File: src/piecewise_linear_sensor_calibration_defines.svh
// ----------------------------------------------------------------------------
// piecewise linear sensor calibration assertion macros
// shared concurrent assertion helpers, clocked on clk_i, idle in reset
// ----------------------------------------------------------------------------
`ifndef PIECEWISE_LINEAR_SENSOR_CALIBRATION_DEFINES_SVH
`define PIECEWISE_LINEAR_SENSOR_CALIBRATION_DEFINES_SVH

// same-cycle implication
`define PLSC_ASSERT_IMPL(lbl, ante, cons) \
  lbl: assert property (@(posedge clk_i) disable iff (!rst_ni) (ante) |-> (cons)) \
    else $error("plsc assertion failed");

// next-cycle implication
`define PLSC_ASSERT_NEXT(lbl, ante, cons) \
  lbl: assert property (@(posedge clk_i) disable iff (!rst_ni) (ante) |=> (cons)) \
    else $error("plsc assertion failed");

`endif

File: src/plsc_pkg.sv
// ----------------------------------------------------------------------------
// plsc_pkg
// widths, register indexes and the word carried along the divider cells
// ----------------------------------------------------------------------------
package plsc_pkg;

  localparam int unsigned RAW_W     = 24;
  localparam int unsigned PRES_W    = 17;
  localparam int unsigned PROD_W    = RAW_W + PRES_W;
  localparam int unsigned NUM_W     = PROD_W + 1;
  localparam int unsigned CFG_IDX_W = 3;
  localparam int unsigned SLOTS     = 4;

  localparam logic [CFG_IDX_W-1:0] REG_RAW_ANCHOR_0      = 3'd0;
  localparam logic [CFG_IDX_W-1:0] REG_RAW_ANCHOR_1      = 3'd1;
  localparam logic [CFG_IDX_W-1:0] REG_RAW_ANCHOR_2      = 3'd2;
  localparam logic [CFG_IDX_W-1:0] REG_RAW_ANCHOR_3      = 3'd3;
  localparam logic [CFG_IDX_W-1:0] REG_PRESSURE_ANCHOR_1 = 3'd4;
  localparam logic [CFG_IDX_W-1:0] REG_PRESSURE_ANCHOR_2 = 3'd5;
  localparam logic [CFG_IDX_W-1:0] REG_PRESSURE_ANCHOR_3 = 3'd6;

  typedef logic [SLOTS-1:0][RAW_W-1:0]  raw_bank_t;
  typedef logic [SLOTS-1:0][PRES_W-1:0] pres_bank_t;

  typedef struct packed {
    logic              inv;
    logic              zero;
    logic              ovf;
    logic [RAW_W-1:0]  rem;
    logic [RAW_W-1:0]  nq;
    logic [RAW_W-1:0]  divisor;
    logic [PRES_W-1:0] p0;
  } div_word_t;

endpackage

File: src/plsc_front.sv
// ----------------------------------------------------------------------------
// plsc_front
// profile check, segment pick, span multiply, rounding add and range check, four stages
// ----------------------------------------------------------------------------
module plsc_front #(
  parameter int unsigned ANCHOR_COUNT      = 4,
  parameter int unsigned PRESSURE_MAX      = 129290,
  parameter int unsigned MIN_RAW_SPAN      = 1000,
  parameter int unsigned MIN_PRESSURE_SPAN = 100
) (
  input  logic                          clk_i,
  input  logic                          rst_ni,
  input  logic                          valid_i,
  input  logic [plsc_pkg::RAW_W-1:0]    sample_i,
  input  plsc_pkg::raw_bank_t           raw_i,
  input  plsc_pkg::pres_bank_t          pres_i,
  output logic                          valid_o,
  output plsc_pkg::div_word_t           word_o
);

  localparam int unsigned RW = plsc_pkg::RAW_W;
  localparam int unsigned PW = plsc_pkg::PRES_W;
  localparam logic [RW-1:0] PMAX     = RW'(PRESSURE_MAX);
  localparam logic [RW-1:0] RAW_MIN  = RW'(MIN_RAW_SPAN);
  localparam logic [PW-1:0] PRES_MIN = PW'(MIN_PRESSURE_SPAN);

  // stage a
  logic          prof_ok;
  logic [RW-1:0] sel_r0, sel_r1;
  logic [PW-1:0] sel_p0, sel_p1;
  logic          a_valid_q;
  logic          a_inv_q, a_zero_q;
  logic [RW-1:0] a_dx_q, a_span_q;
  logic [PW-1:0] a_dp_q, a_p0_q;

  always_comb begin
    prof_ok = 1'b1;
    for (int i = 0; i < ANCHOR_COUNT; i++) begin
      if ({{(RW-PW){1'b0}}, pres_i[i]} > PMAX) prof_ok = 1'b0;
    end
    for (int i = 1; i < ANCHOR_COUNT; i++) begin
      if (raw_i[i] <= raw_i[i-1]) prof_ok = 1'b0;
      else if (raw_i[i] - raw_i[i-1] < RAW_MIN) prof_ok = 1'b0;
      if (pres_i[i] <= pres_i[i-1]) prof_ok = 1'b0;
      else if (pres_i[i] - pres_i[i-1] < PRES_MIN) prof_ok = 1'b0;
    end
  end

  // lowest segment whose upper anchor covers the sample, else the last one
  always_comb begin
    sel_r0 = raw_i[ANCHOR_COUNT-2];
    sel_r1 = raw_i[ANCHOR_COUNT-1];
    sel_p0 = pres_i[ANCHOR_COUNT-2];
    sel_p1 = pres_i[ANCHOR_COUNT-1];
    for (int k = ANCHOR_COUNT - 2; k >= 0; k--) begin
      if (sample_i <= raw_i[k+1]) begin
        sel_r0 = raw_i[k];
        sel_r1 = raw_i[k+1];
        sel_p0 = pres_i[k];
        sel_p1 = pres_i[k+1];
      end
    end
  end

  always_ff @(posedge clk_i or negedge rst_ni) begin
    if (!rst_ni) begin
      a_valid_q <= 1'b0;
    end else begin
      a_valid_q <= valid_i;
    end
  end

  always_ff @(posedge clk_i) begin
    a_inv_q  <= !prof_ok;
    a_zero_q <= (sample_i <= raw_i[0]);
    a_dx_q   <= sample_i - sel_r0;
    a_span_q <= sel_r1 - sel_r0;
    a_dp_q   <= sel_p1 - sel_p0;
    a_p0_q   <= sel_p0;
  end

  // stage b: multiply
  logic                         b_valid_q;
  logic                         b_inv_q, b_zero_q;
  logic [plsc_pkg::PROD_W-1:0]  b_prod_q;
  logic [RW-1:0]                b_span_q;
  logic [PW-1:0]                b_p0_q;

  always_ff @(posedge clk_i or negedge rst_ni) begin
    if (!rst_ni) begin
      b_valid_q <= 1'b0;
    end else begin
      b_valid_q <= a_valid_q;
    end
  end

  always_ff @(posedge clk_i) begin
    b_inv_q  <= a_inv_q;
    b_zero_q <= a_zero_q;
    b_prod_q <= {{PW{1'b0}}, a_dx_q} * {{RW{1'b0}}, a_dp_q};
    b_span_q <= a_span_q;
    b_p0_q   <= a_p0_q;
  end

  // stage c: rounding add
  logic                        c_valid_q;
  logic                        c_inv_q, c_zero_q;
  logic [plsc_pkg::NUM_W-1:0]  c_num_q;
  logic [RW-1:0]               c_span_q;
  logic [PW-1:0]               c_p0_q;

  always_ff @(posedge clk_i or negedge rst_ni) begin
    if (!rst_ni) begin
      c_valid_q <= 1'b0;
    end else begin
      c_valid_q <= b_valid_q;
    end
  end

  always_ff @(posedge clk_i) begin
    c_inv_q  <= b_inv_q;
    c_zero_q <= b_zero_q;
    c_num_q  <= {1'b0, b_prod_q} + {{(plsc_pkg::NUM_W-RW+1){1'b0}}, b_span_q[RW-1:1]};
    c_span_q <= b_span_q;
    c_p0_q   <= b_p0_q;
  end

  // stage d: quotient too wide for the cells means saturation
  logic [plsc_pkg::NUM_W-RW-1:0] num_hi;
  plsc_pkg::div_word_t           word_d, word_q;
  logic                          d_valid_q;

  assign num_hi = c_num_q[plsc_pkg::NUM_W-1:RW];

  always_comb begin
    word_d.inv     = c_inv_q;
    word_d.zero    = c_zero_q;
    word_d.ovf     = ({{(2*RW-plsc_pkg::NUM_W){1'b0}}, num_hi} >= c_span_q);
    word_d.rem     = {{(2*RW-plsc_pkg::NUM_W){1'b0}}, num_hi};
    word_d.nq      = c_num_q[RW-1:0];
    word_d.divisor = c_span_q;
    word_d.p0      = c_p0_q;
  end

  always_ff @(posedge clk_i or negedge rst_ni) begin
    if (!rst_ni) begin
      d_valid_q <= 1'b0;
    end else begin
      d_valid_q <= c_valid_q;
    end
  end

  always_ff @(posedge clk_i) begin
    word_q <= word_d;
  end

  assign valid_o = d_valid_q;
  assign word_o  = word_q;

endmodule

File: config.mk
export PLATFORM = sky130hd
export DESIGN_NAME = plsc_front
export DESIGN_NICKNAME = d
export VERILOG_FILES = /design/src/piecewise_linear_sensor_calibration_defines.svh /design/src/plsc_pkg.sv /design/src/plsc_front.sv
export SDC_FILE = /design/constraint.sdc
export NUM_CORES = 2
export LEC_CHECK = 0
export BUFFER_PORTS_ARGS = -buffer_cell sky130_fd_sc_hd__buf_4
export CORE_MARGIN = 1
export CORE_UTILIZATION = 55
export DETAILED_ROUTE_END_ITERATION = 8
export GPL_ROUTABILITY_DRIVEN = 0
export GPL_TIMING_DRIVEN = 0
export PLACE_DENSITY = 0.79
export SETUP_SLACK_MARGIN = 0.4
export SYNTH_ARGS = -nofsm -noshare
export SYNTH_HDL_FRONTEND = slang
export SYNTH_SLANG_ARGS = --single-unit
export TNS_END_PERCENT = 30
File: constraint.sdc
create_clock -name clk_i -period 8.65 [get_ports clk_i]
set_input_delay 0.865 -clock clk_i [delete_from_list [all_inputs] [get_ports clk_i]]
set_output_delay 0.865 -clock clk_i [all_outputs]
set_load 0.005 [all_outputs]
==> impl_metrics.env <==
export IMPL_fin_cells=4920
export IMPL_rsz0062_at_grt="false"
export IMPL_slew_limit_headroom_pct=33.3
export IMPL_synth_seq_cells=343
export IMPL_cp_common_cell="fa_1"
export IMPL_cp_top_family="adder cells"
export IMPL_synth_seq_area_share_pct=20.9
export IMPL_syn_cell_area_mm2=0.0330
export IMPL_ys_flop_type="dfxtp_1"
export IMPL_netlist_instances=3795
export IMPL_antenna_found_initial=5
export IMPL_avgViaCountPerCell=5.73
export IMPL_cp_arrival_ns=7.85
export IMPL_postCtsSetupBuffers=0
export IMPL_worstPathMaxFanout=10
export IMPL_cts_resized=0
export IMPL_fin_nets=5055
export IMPL_drt_wirelength_per_cell_um=19.3
export IMPL_multi_input_area_mm2=0.0234
export IMPL_dp_cells=4850
export IMPL_critPathKind="reg -> reg"
export IMPL_drtIter0Drc=2428
export IMPL_syn_area_per_cell_um2=8.70
export IMPL_tns_ns=0
export IMPL_fp_row_count=89
export IMPL_drt_total_wl_um=94800
export IMPL_cts_buffers=39
export IMPL_grt_max_degree=15
export IMPL_fin_crit_ns=7.42
export IMPL_cts_sinks=343
export IMPL_crit_path_start_kind="flop"
export IMPL_status="finished with violations"
export IMPL_slowest_stage="dfxtp_1"
export IMPL_drcViolationCount=12
export IMPL_setup_viol=0
export IMPL_cts_buffer_depth=3
export IMPL_clock_latency_ns=0.58
export IMPL_synth_warnings=0
export IMPL_crit_required_ns=9.08
export IMPL_io_pins=284
export IMPL_path_buf_inv=5
export IMPL_grt_pass1_wl_um=147000
export IMPL_endpoint_kind="flop"
export IMPL_async_flop_share_pct=1.17
export IMPL_rr_startpoint="a_dp_q[4]"
export IMPL_core_mm2=0.0591
export IMPL_hold_buffers=0
export IMPL_ff_latch_area_mm2=0.00689
export IMPL_reg2reg_to="b_prod_q[40]"
export IMPL_worst_pin_slew_ns=0.987
export IMPL_cts_tree="built"
export IMPL_die_w_um=247
export IMPL_hp_class="in -> async"
export IMPL_htree_levels=2
export IMPL_finClkSkew_ns=0.0278
export IMPL_synth_edf_count=0
export IMPL_maxCapViolCount=0
export IMPL_vias=28200
export IMPL_rrSetupSlack_ns=1.23
export IMPL_initial_core_util_pct=55.8
export IMPL_clkTransAtPathRegs_ns=0.06
export IMPL_ys_types=87
export IMPL_final_hold_viol_count=0
export IMPL_timing_final_ws_setup_ns=1.23
export IMPL_failed_checks="DRC"
export IMPL_grt_total_usage_pct=31.3
export IMPL_path_cells="clkbuf_1 > nand2_1 > fa_1 > fa_1 > fa_1 > inv_1 > fa_1 > fa_1 > inv_1 > fa_1 > inv_1 > ha_1 > inv_1 > a2111oi_2 > nor2_1 > or3_1 > nand3_1 > nand4_1 > a21oi_2 > o41ai_2 > o31ai_4 > o211a_1 > a211oi_2"
export IMPL_pre_cts_ws_ns=1.01
export IMPL_postRouteAntennaNets=0
export IMPL_reg2regPathDepth=23
export IMPL_max_freq_ghz=0.135
export IMPL_critPathMaxStageDelay_ns=0.67
export IMPL_overflow=0
export IMPL_io_buffers=277
export IMPL_drive_above_1_share_pct=9.58
export IMPL_firstDrtPassIters=8
export IMPL_dieArea_mm2=0.0610
export IMPL_slew_violations=0
export IMPL_cts_root_buf="clkbuf_16"
export IMPL_fillers=4906
export IMPL_hpwl_um=79600
export IMPL_die_h_um=247
export IMPL_grt_pass1_vias=27900
export IMPL_area_delta_synth_final_pct=13.5
export IMPL_post_route_period_util_pct=85.8
[worst reg2reg max path: cells and delay by family, from the launching register on]
kind	cells	cell delay [ns]
compound gates	6	1.33
fa+ha+maj	7	3.46
buf+inv	5	0.79
flops	1	0.67
simple gates	5	1.02
[layout make-up]
cell class	count	share of cell area, %
diodes	1	0.00668
plain buffers	98	1.06
clock inverters	22	0.925
inverters	621	6.22
flip-flops and latches	343	18.4
well taps	773	2.58
repair buffers	277	5.55
clock buffers	47	2.77
multi-input cells	2738	62.5
[layout by cell type (no fill, tap or decap), types with 21 or more instances in the layout]
master,instances
and2_1,171
clkbuf_16,39
fa_1,333
ha_1,413
xnor2_1,118
nor2b_1,36
xor2_1,45
o211ai_1,31
nand2b_1,32
nand2_1,386
nand3_1,51
inv_1,621
nor4_1,21
o21ai_0,129
nor2_1,211
a21o_1,82
nand4_1,44
buf_4,283
nor3_1,74
o21a_1,37
clkbuf_1,85
a21oi_1,223
dfxtp_1,339
and3_1,25
mux2i_1,45
[worst max path at each step]
| stage | start | endpoint | slack [ns] | cells after the start |
|---|---|---|---|---|
| 2_1_floorplan | a_dp_q[4] | b_prod_q[40] | 2.40 | 23 |
| 3_3_place_gp | raw_i[69] | a_dp_q[16] | 1.05 | 28 |
| 3_5_place_dp | raw_i[25] | a_dp_q[16] | 1.01 | 31 |
| 4_1_cts | a_dp_q[3] | b_prod_q[40] | 1.32 | 23 |
| 5_1_grt | a_dp_q[9] | b_prod_q[40] | 0.94 | 25 |
| 6_report | a_dp_q[4] | b_prod_q[40] | 1.23 | 23 |
[routing by layer]
| layer | routed length (µm) | part of all wire [%] | GRT usage [%] |
|---|---|---|---|
| met3 | 10000 | 11 | 7.54 |
| met4 | 6730 | 7.1 | 19.8 |
| met2 | 41900 | 44 | 49.7 |
| met1 | 36200 | 38 | 38.1 |
| met5 | 12 | 0.013 | 0 |
[flip-flops by register name (all words and copies together) (netlist names), 17 cells and up]
register and flops:
b_span_q 24, b_p0_q 17, a_p0_q 17, c_p0_q 17
word_o 86, b_prod_q 41, a_dp_q 17, a_dx_q 24
c_span_q 24, c_num_q 42, a_span_q 24
[logic make-up (layout without fill, tap and decap cells)]
family          after synthesis  after routing  share of synthesized area [%]
compound gates              663            663                           12.9
xor+xnor                    163            163                           4.33
fa+ha+maj                   746            746                           35.9
buf+inv                     719           1065                           8.27
flops                       343            343                           20.9
mux                          48             48                           1.47
other cells                   1              7                         0.0114
simple gates               1112           1112                           16.3
[per-stage QoR]
step / util (%) / area (µm²) / hold slack (ns)
global placement: 61.0 / 36100 / 0.310
floorplan: - / 33000 / 0.310
finish: 63.3 / 37400 / 0.0929
detailed placement: 61.0 / 36100 / 0.312
CTS: 63.3 / 37400 / 0.0739
global route: 63.3 / 37400 / 0.0846
[Yosys cell counts (7+ instances only)]
cell type,instances,share of area [%]
a211o_1,7,0.19
a211oi_1,13,0.30
a21boi_0,14,0.32
a21o_1,82,1.9
a21oi_1,223,3.4
a31o_2,7,0.19
a31oi_1,13,0.25
and2_1,171,3.2
and3_1,25,0.47
clkbuf_1,80,0.91
dfxtp_1,339,21
fa_1,333,20
ha_1,413,16
inv_1,621,7.1
mux2i_1,45,1.4
nand2_1,386,4.4
nand2b_1,32,0.61
nand3_1,51,0.77
nand4_1,44,0.83
nor2_1,211,2.4
nor2b_1,36,0.68
nor3_1,74,1.1
nor4_1,21,0.40
o2111ai_1,9,0.24
o211ai_1,31,0.71
o21a_1,37,0.84
o21ai_0,129,2.0
o21bai_1,18,0.41
o22ai_1,9,0.17
or2_2,8,0.15
or3_1,17,0.32
xnor2_1,118,3.1
xor2_1,45,1.2
Power is not shown: default switching activity piles up to over one toggle a cycle in this logic, so the estimate is an artifact.
