**config.mk**
```make
export PLATFORM = sky130hd
export DESIGN_NAME = plsc_div_cell
export DESIGN_NICKNAME = d
export VERILOG_FILES = /design/src/piecewise_linear_sensor_calibration_defines.svh /design/src/plsc_pkg.sv /design/src/plsc_div_cell.sv
export SDC_FILE = /design/constraint.sdc
export NUM_CORES = 1
export LEC_CHECK = 0
export ABC_AREA = 1
export BUFFER_PORTS_ARGS = -buffer_cell sky130_fd_sc_hd__clkbuf_2
export CORE_ASPECT_RATIO = 2
export CORE_MARGIN = 2
export CORE_UTILIZATION = 45
export DETAILED_ROUTE_END_ITERATION = 7
export PLACE_DENSITY = 0.84
export SLEW_MARGIN = 10
export SYNTH_ARGS = -nofsm -noshare
export SYNTH_HDL_FRONTEND = slang
export SYNTH_SLANG_ARGS = --single-unit
```
**constraint.sdc**
```tcl
create_clock -name clk_i -period 0.8 [get_ports clk_i]
set_input_delay 0.16 -clock clk_i [delete_from_list [all_inputs] [get_ports clk_i]]
set_output_delay 0.16 -clock clk_i [all_outputs]
set_load 0.1 [all_outputs]
```
**src/piecewise_linear_sensor_calibration_defines.svh**
```systemverilog
// ----------------------------------------------------------------------------
// piecewise linear sensor calibration assertion macros
// shared concurrent assertion helpers, clocked on clk_i, idle in reset
// ----------------------------------------------------------------------------
`ifndef PIECEWISE_LINEAR_SENSOR_CALIBRATION_DEFINES_SVH
`define PIECEWISE_LINEAR_SENSOR_CALIBRATION_DEFINES_SVH

// same-cycle implication
`define PLSC_ASSERT_IMPL(lbl, ante, cons) \
  lbl: assert property (@(posedge clk_i) disable iff (!rst_ni) (ante) |-> (cons)) \
    else $error("plsc assertion failed");

// next-cycle implication
`define PLSC_ASSERT_NEXT(lbl, ante, cons) \
  lbl: assert property (@(posedge clk_i) disable iff (!rst_ni) (ante) |=> (cons)) \
    else $error("plsc assertion failed");

`endif

```
**src/plsc_pkg.sv**
```systemverilog
// ----------------------------------------------------------------------------
// plsc_pkg
// widths, register indexes and the word carried along the divider cells
// ----------------------------------------------------------------------------
package plsc_pkg;

  localparam int unsigned RAW_W     = 24;
  localparam int unsigned PRES_W    = 17;
  localparam int unsigned PROD_W    = RAW_W + PRES_W;
  localparam int unsigned NUM_W     = PROD_W + 1;
  localparam int unsigned CFG_IDX_W = 3;
  localparam int unsigned SLOTS     = 4;

  localparam logic [CFG_IDX_W-1:0] REG_RAW_ANCHOR_0      = 3'd0;
  localparam logic [CFG_IDX_W-1:0] REG_RAW_ANCHOR_1      = 3'd1;
  localparam logic [CFG_IDX_W-1:0] REG_RAW_ANCHOR_2      = 3'd2;
  localparam logic [CFG_IDX_W-1:0] REG_RAW_ANCHOR_3      = 3'd3;
  localparam logic [CFG_IDX_W-1:0] REG_PRESSURE_ANCHOR_1 = 3'd4;
  localparam logic [CFG_IDX_W-1:0] REG_PRESSURE_ANCHOR_2 = 3'd5;
  localparam logic [CFG_IDX_W-1:0] REG_PRESSURE_ANCHOR_3 = 3'd6;

  typedef logic [SLOTS-1:0][RAW_W-1:0]  raw_bank_t;
  typedef logic [SLOTS-1:0][PRES_W-1:0] pres_bank_t;

  typedef struct packed {
    logic              inv;
    logic              zero;
    logic              ovf;
    logic [RAW_W-1:0]  rem;
    logic [RAW_W-1:0]  nq;
    logic [RAW_W-1:0]  divisor;
    logic [PRES_W-1:0] p0;
  } div_word_t;

endpackage

```
**src/plsc_div_cell.sv**
```systemverilog
// ----------------------------------------------------------------------------
// plsc_div_cell
// one restoring division step, one quotient bit, registered toward the next cell
// ----------------------------------------------------------------------------
module plsc_div_cell (
  input  logic                clk_i,
  input  logic                rst_ni,
  input  logic                valid_i,
  input  plsc_pkg::div_word_t word_i,
  output logic                valid_o,
  output plsc_pkg::div_word_t word_o
);

  localparam int unsigned RW = plsc_pkg::RAW_W;

  logic [RW:0]         trial;
  logic                fit;
  plsc_pkg::div_word_t word_d, word_q;
  logic                valid_q;

  always_comb begin
    trial       = {word_i.rem, word_i.nq[RW-1]};
    fit         = (trial >= {1'b0, word_i.divisor});
    word_d      = word_i;
    word_d.rem  = fit ? RW'(trial - {1'b0, word_i.divisor}) : trial[RW-1:0];
    word_d.nq   = {word_i.nq[RW-2:0], fit};
  end

  always_ff @(posedge clk_i or negedge rst_ni) begin
    if (!rst_ni) begin
      valid_q <= 1'b0;
    end else begin
      valid_q <= valid_i;
    end
  end

  always_ff @(posedge clk_i) begin
    word_q <= word_d;
  end

  assign valid_o = valid_q;
  assign word_o  = word_q;

endmodule

```
==> qor.log, run 1 <==
qor: yosys.postSynthRegisterBits 93
qor: yosys.synth.largest_area_cell sky130_fd_sc_hd__dfxtp_1
qor: yosys.synth_async_sr_flop_share 0.0108
qor: clock_tree.ctsResizeCount 147
qor: yosys.yosys-top-cells-area sky130_fd_sc_hd__dfxtp_1, sky130_fd_sc_hd__nand2_1, sky130_fd_sc_hd__inv_1
qor: floorplan.chipWidth 72.3 um
qor: yosys.syn-mean-instance-area 7.26 um2
qor: yosys.synthDistinctLibCells 25
qor: floorplan.count_of_pins_on_the_block_boundary 188
qor: floorplan.number_of_rows_in_the_core_area 49
qor: clock_tree.max-clock-path-buffers 2
qor: status.toolErrorMsg [ERROR DPL-0038] Utilization greater than 100%, impossible to legalize
qor: clock_tree.post-cts-setup-buffer-count 19
qor: yosys.synth_ff_type sky130_fd_sc_hd__dfxtp_1
qor: yosys.synth.most_common_cell sky130_fd_sc_hd__nand2_1
qor: placement.port_buffers 187
qor: yosys.synth_cells 579
qor: yosys.syn-num-nets 699
qor: clock_tree.h-tree-depth 3
qor: yosys.synth_enable_flop_cells 0
qor: floorplan.start_util 0.466
qor: yosys.synth_top_area_share 0.438
qor: status.haltStage clock tree synthesis (4_1_cts)
qor: clock_tree.numCtsBuffers 9
qor: yosys.mapped_area 4200 um2
qor: clock_tree.cts_sinks 93
qor: placement.place.gp.congestion 1.14
qor: yosys.proportion_of_synthesized_chip_area_in_sequential_cells 0.444
qor: yosys.synthesis.yosys.warnings 0
qor: placement.place.detailed.hpwl 14.7 mm
qor: placement.dp_worst_setup_slack -1.25 ns
qor: yosys.synth.cells.most_frequent sky130_fd_sc_hd__nand2_1, sky130_fd_sc_hd__inv_1, sky130_fd_sc_hd__dfxtp_1
qor: clock_tree.hold_buffers 69
qor: clock_tree.cts.root.buffer_cell sky130_fd_sc_hd__clkbuf_16
qor: status.status did not finish
qor: floorplan.die_h 141 um
stage by stage:
| step | std cells | instance area (um2) | hold WS (ns) |
|---|---|---|---|
| floorplan | 579 | 4690 | -0.136 |
| global placement | 931 | 7610 | -0.0652 |
| detailed placement | 931 | 7610 | -0.0593 |
logic make-up after synthesis:
| logic type | count (synthesis) | share of synthesized area |
|---|---|---|
| AND/OR/NAND/NOR | 311 | 0.320 |
| buffers and inverters | 127 | 0.119 |
| flip-flops | 93 | 0.444 |
| adder cells (fa/ha/maj) | 25 | 0.0762 |
| AO/OA/AOI/OAI | 12 | 0.0176 |
| XOR/XNOR | 11 | 0.0229 |
==> run 2, diff against run 1 <==
Settings changed: CORE_ASPECT_RATIO 2 to not set, CORE_UTILIZATION 45 to 30, PLACE_DENSITY 0.84 to not set, PLACE_DENSITY_LB_ADDON set to 0.15.
==> qor.log, run 2 <==
qor: yosys.synthDistinctLibCells 25 [unchanged]
qor: setup_path.endpoint_kind flip-flop
qor: setup_path.setup.worst_path.start_class input pin
qor: finish.mostFrequentLayoutCells sky130_fd_sc_hd__nand2_1, sky130_fd_sc_hd__buf_12, sky130_fd_sc_hd__inv_1, sky130_fd_sc_hd__dfxtp_2, sky130_fd_sc_hd__clkbuf_2
qor: yosys.synth_cells 579 [unchanged]
qor: status.status finished with violations
qor: floorplan.die_h 122 um [-13%]
qor: clock_tree.cts.root.buffer_cell sky130_fd_sc_hd__clkbuf_16
qor: finish.n_antenna_cell 0
qor: yosys.syn-num-nets 699 [unchanged]
qor: finish.final_nets 1055
qor: floorplan.start_util 0.305 [-0.161]
qor: min_path.holdCritStartpoint word_i[83]
qor: setup_path.timing.critical_path.fanout_max 10
qor: status.failing_checks negative setup slack
qor: sta.achievable_frequency 682 MHz
qor: clock_tree.numCtsBuffers 9 [unchanged]
qor: clock_tree.h-tree-depth 3 [unchanged]
qor: finish.final_core_util 0.687
qor: global_route.number_of_global_route_vias_before_repair 4850
qor: min_path.timing.hold.worst_path_depth 3
qor: yosys.synth.most_common_cell sky130_fd_sc_hd__nand2_1
qor: yosys.postSynthRegisterBits 93 [unchanged]
qor: min_path.hold-path-endpoint word_o[84]
qor: drt.totalWireLength 16.7 mm
qor: yosys.synthesis.yosys.warnings 0 [unchanged]
qor: yosys.synth.largest_area_cell sky130_fd_sc_hd__dfxtp_1
qor: drt.drt_iter0_markers 181
qor: drt.via_per_inst 4.34
qor: yosys.synth_enable_flop_cells 0 [unchanged]
qor: drt.drt.antenna.violating_nets 0
qor: global_route.grt_util_all_layers 0.221
qor: drt.via_count 4862
qor: power_and_ir_drop.power.static_leakage 0.00475 uW
qor: placement.port_buffers 187 [unchanged]
qor: sta.hold_slack 0.0731 ns
qor: drt.firstDrtPassIters 4
qor: sta.post-route-period-util 1.83
qor: global_route.pin_count_of_the_biggest_net_entering_global_routing 24
qor: setup_path.setup.worst_path.class in2reg
qor: sta.final_hold_viol_count 0
qor: setup_path.worstPathArrival 1.76 ns
qor: sta.grt_setup_unrepaired yes
qor: floorplan.chipWidth 122 um [+69%]
qor: sta.final_setup_violations 118
qor: placement.place.detailed.hpwl 12.3 mm [-16%]
qor: job.max_cap_violations 0
qor: sta.final.setup.worst_slack -0.667 ns
qor: clock_tree.max-clock-path-buffers 2 [unchanged]
qor: drt.drt-wirelength-per-cell 14.9 um
qor: floorplan.number_of_rows_in_the_core_area 43 [-12%]
qor: sta.final-max-slew-violation-count 0
qor: clock_tree.tritoncts yes
qor: yosys.synth_ff_type sky130_fd_sc_hd__dfxtp_1
qor: floorplan.design.die.area 15000 um2
qor: yosys.proportion_of_synthesized_chip_area_in_sequential_cells 0.444 [unchanged]
qor: yosys.mapped_area 4200 um2 [unchanged]
qor: power_and_ir_drop.power-per-cell-area 1950 nW/um2
qor: placement.placedCellCount 1020 [+9.6%]
qor: power_and_ir_drop.ir_worst_vdd 1.07 mV
qor: sta.max-slew-margin-rel 0.826
qor: placement.place.gp.congestion 0.903 [-21%]
qor: finish.syn2layout_area_growth 125%
qor: finish.fillCellCount 1110
qor: clock_tree.cts.clk_slew.worst_paths 0.07 ns
qor: yosys.synth_async_sr_flop_share 0.0108 [unchanged]
qor: min_path.min-delay-path-class in2reg
qor: floorplan.core_area 13800 um2
qor: finish.post_route_cells_drive_above_1_share 0.559
qor: global_route.antenna_found_initial 0
qor: global_route.grt_first_pass_wirelength 25.2 mm
qor: yosys.synth.cells.most_frequent sky130_fd_sc_hd__nand2_1, sky130_fd_sc_hd__inv_1, sky130_fd_sc_hd__dfxtp_1
qor: global_route.global_route.overflow_total 0
qor: sta.worstMarginPinSlew 0.258 ns
qor: setup_path.data_required_time_of_the_worst_path 1.09 ns
qor: drt.remaining_drc_errors 0
qor: floorplan.count_of_pins_on_the_block_boundary 188 [unchanged]
qor: yosys.syn-mean-instance-area 7.26 um2 [unchanged]
qor: clock_tree.cts_sinks 93 [unchanged]
qor: finish.fin_cells 1120
qor: finish.layout_commonest_cell sky130_fd_sc_hd__nand2_1
qor: yosys.synth_top_area_share 0.438 [unchanged]
qor: finish.max_ffs_per_register 92
qor: sta.final.min_clock_period 1.47 ns
qor: yosys.yosys-top-cells-area sky130_fd_sc_hd__dfxtp_1, sky130_fd_sc_hd__nand2_1, sky130_fd_sc_hd__inv_1
-- run 2: cell counts after synthesis --
Identical to the previous run, type by type.
-- run 2: cells by family (layout without fill, tap and decap cells) --
logic type               Yosys count  after routing  synth area share
AND/OR/NAND/NOR                  311            311             0.320
buffers and inverters            127            488             0.119
flip-flops                        93             93             0.444
adder cells (fa/ha/maj)           25             25            0.0762
AO/OA/AOI/OAI                     12             12            0.0176
XOR/XNOR                          11             11            0.0229
-- run 2: worst max-delay path, stage by stage --
cell and delay [ns]:
sky130_fd_sc_hd__clkbuf_2 0.10, sky130_fd_sc_hd__inv_2 0.04, sky130_fd_sc_hd__ha_4 0.30, sky130_fd_sc_hd__nand2_4 0.08, sky130_fd_sc_hd__nor2_2 0.17, sky130_fd_sc_hd__inv_1 0.09
sky130_fd_sc_hd__nor3_4 0.18, sky130_fd_sc_hd__nand3_4 0.16, sky130_fd_sc_hd__nand3_4 0.16, sky130_fd_sc_hd__clkbuf_16 0.19, sky130_fd_sc_hd__nand2_1 0.06, sky130_fd_sc_hd__nand2_1 0.05
-- run 2: area by class of cell --
type | instances | area, um2 | share of cell area
Multi-Input combinational cell | 359 | 2470 | 0.262
Clock inverter | 6 | 93.8 | 0.00992
Clock buffer | 10 | 229 | 0.0242
Timing Repair Buffer | 353 | 3980 | 0.421
Sequential cell | 93 | 1990 | 0.210
Tap cell | 180 | 225 | 0.0238
Inverter | 119 | 469 | 0.0496
-- run 2: per-layer routing --
layer	track usage	wire length [um]	part of all wire	up-vias
met5	0	0	0	-
met4	0.0661	201	0.012	0
met3	0.0511	1140	0.068	12
met2	0.389	8410	0.50	155
met1	0.269	6980	0.42	2212
li1	-	-	-	2483
-- run 2: worst max-delay path by stage --
stage,to,slack [ns],start
global route,word_o[85],-0.77,word_i[31]
detailed placement,word_o[67],-1.14,word_i[38]
global placement,word_o[81],-1.12,word_i[38]
floorplan,word_o[67],-0.71,word_i[29]
finish,word_o[85],-0.67,word_i[32]
CTS,word_o[67],-0.63,word_i[36]
-- run 2: stage by stage --
stage / power (uW) / area, um2 / worst slack, ns / setup TNS (ns)
finish: 18500 / 9460 / -0.667 / -36.67
global route: 19300 / 9460 / -0.767 / -41.57
CTS: 18200 / 9030 / -0.625 / -36.78
detailed placement: 13100 / 7820 / -1.14 / -27.45
global placement: 13000 / 7820 / -1.12 / -27.27
floorplan: 9900 / 4690 / -0.709 / -22.49
-- run 2: repair_timing --
action                     CTS  global route
gates resized for setup     52            95
hold buffers                68             1
setup endpoints to repair  118           118
hold endpoints to repair    69             1
pin swaps                    7            15
buffers inserted             6             5
cloned                       1             4
-- run 2: power by group --
part / internal [uW] / switching [uW] / total [uW]
registers: 5150 / 346 / 5490
clock network: 2770 / 1870 / 4630
logic: 3370 / 4960 / 8330
(Power assumes the default switching activity.)
==> run 3, diff against run 2 <==
Settings changed: ABC_AREA 1 to not set, CORE_UTILIZATION 30 to 46.
==> qor.log, run 3 <==
qor: status.status did not finish
qor: yosys.synthDistinctLibCells 61 [+140%]
qor: clock_tree.h-tree-depth 3 [unchanged]
qor: floorplan.number_of_rows_in_the_core_area 33 [-23%]
qor: yosys.synth_enable_flop_cells 0 [unchanged]
qor: floorplan.die_h 95.6 um [-22%]
qor: clock_tree.max-clock-path-buffers 2 [unchanged]
qor: yosys.postSynthRegisterBits 93 [unchanged]
qor: floorplan.start_util 0.472 [+0.167]
qor: yosys.synth_fa_ha_area_frac 0.0831 [+0.00685]
qor: yosys.synth_top_family_by_area compound AO/OA/AOI/OAI gates
qor: yosys.synth.largest_area_cell sky130_fd_sc_hd__dfxtp_1
qor: yosys.post_synthesis_compound_gate_area_fraction 0.189 [+0.171]
qor: yosys.synth_ff_type sky130_fd_sc_hd__dfxtp_1
qor: yosys.simple_gate_share_of_the_synthesized_area 0.125 [-0.196]
qor: yosys.synth.most_common_cell sky130_fd_sc_hd__dfxtp_1
qor: yosys.synth.cells.most_frequent sky130_fd_sc_hd__dfxtp_1, sky130_fd_sc_hd__inv_1, sky130_fd_sc_hd__a21oi_1, sky130_fd_sc_hd__ha_1
qor: yosys.synth_top_area_share 0.478 [+0.0394]
qor: yosys.syn-mean-instance-area 10.4 um2 [+43%]
qor: clock_tree.post-cts-setup-buffer-count 25 [+19]
qor: yosys.synth_xor_xnor_area_share 0.0250 [+0.00206]
qor: placement.place.gp.congestion 0.921 [+2.0%]
qor: yosys.synth_async_sr_flop_share 0.0108 [unchanged]
qor: yosys.proportion_of_synthesized_chip_area_in_sequential_cells 0.484 [+0.0399]
qor: clock_tree.ctsResizeCount 105 [+100%]
qor: yosys.mapped_area 3860 um2 [-8.2%]
qor: floorplan.chipWidth 95.6 um [-22%]
qor: clock_tree.numCtsBuffers 9 [unchanged]
qor: clock_tree.cts.root.buffer_cell sky130_fd_sc_hd__clkbuf_8
qor: placement.place.detailed.hpwl 12.6 mm [+2.3%]
qor: yosys.yosys-top-cells-area sky130_fd_sc_hd__dfxtp_1, sky130_fd_sc_hd__ha_1, sky130_fd_sc_hd__inv_1
qor: clock_tree.hold_buffers 68 [unchanged]
qor: placement.port_buffers 187 [unchanged]
qor: yosys.syn-num-nets 492 [-30%]
qor: placement.placedCellCount 749 [-27%]
qor: status.haltStage clock tree synthesis (4_1_cts)
qor: clock_tree.cts_sinks 93 [unchanged]
qor: yosys.synth_cells 372 [-36%]
qor: floorplan.count_of_pins_on_the_block_boundary 188 [unchanged]
qor: yosys.synthesis.yosys.warnings 0 [unchanged]
qor: yosys.share_of_cell_area_taken_by_muxes_after_synthesis 0.0341 [+0.0341]
qor: status.toolErrorMsg [ERROR DPL-0038] Utilization greater than 100%, impossible to legalize
[run 3: cells by family after synthesis]
group	Yosys count
muxes	10
DFF	93
and+or+nand+nor	88
AOI/OAI and AO/OA	96
xor gates and xnor gates	11
buffers and inverters	49
adders and majority gates	25
[run 3: stage by stage]
stage	instance area, um2	util	setup slack, ns	hold WS (ns)
3_5_place_dp	7180	0.878	-1.65	-0.0621
3_3_place_gp	7180	0.878	-1.59	-0.0646
2_1_floorplan	4080	-	-1.30	-0.136
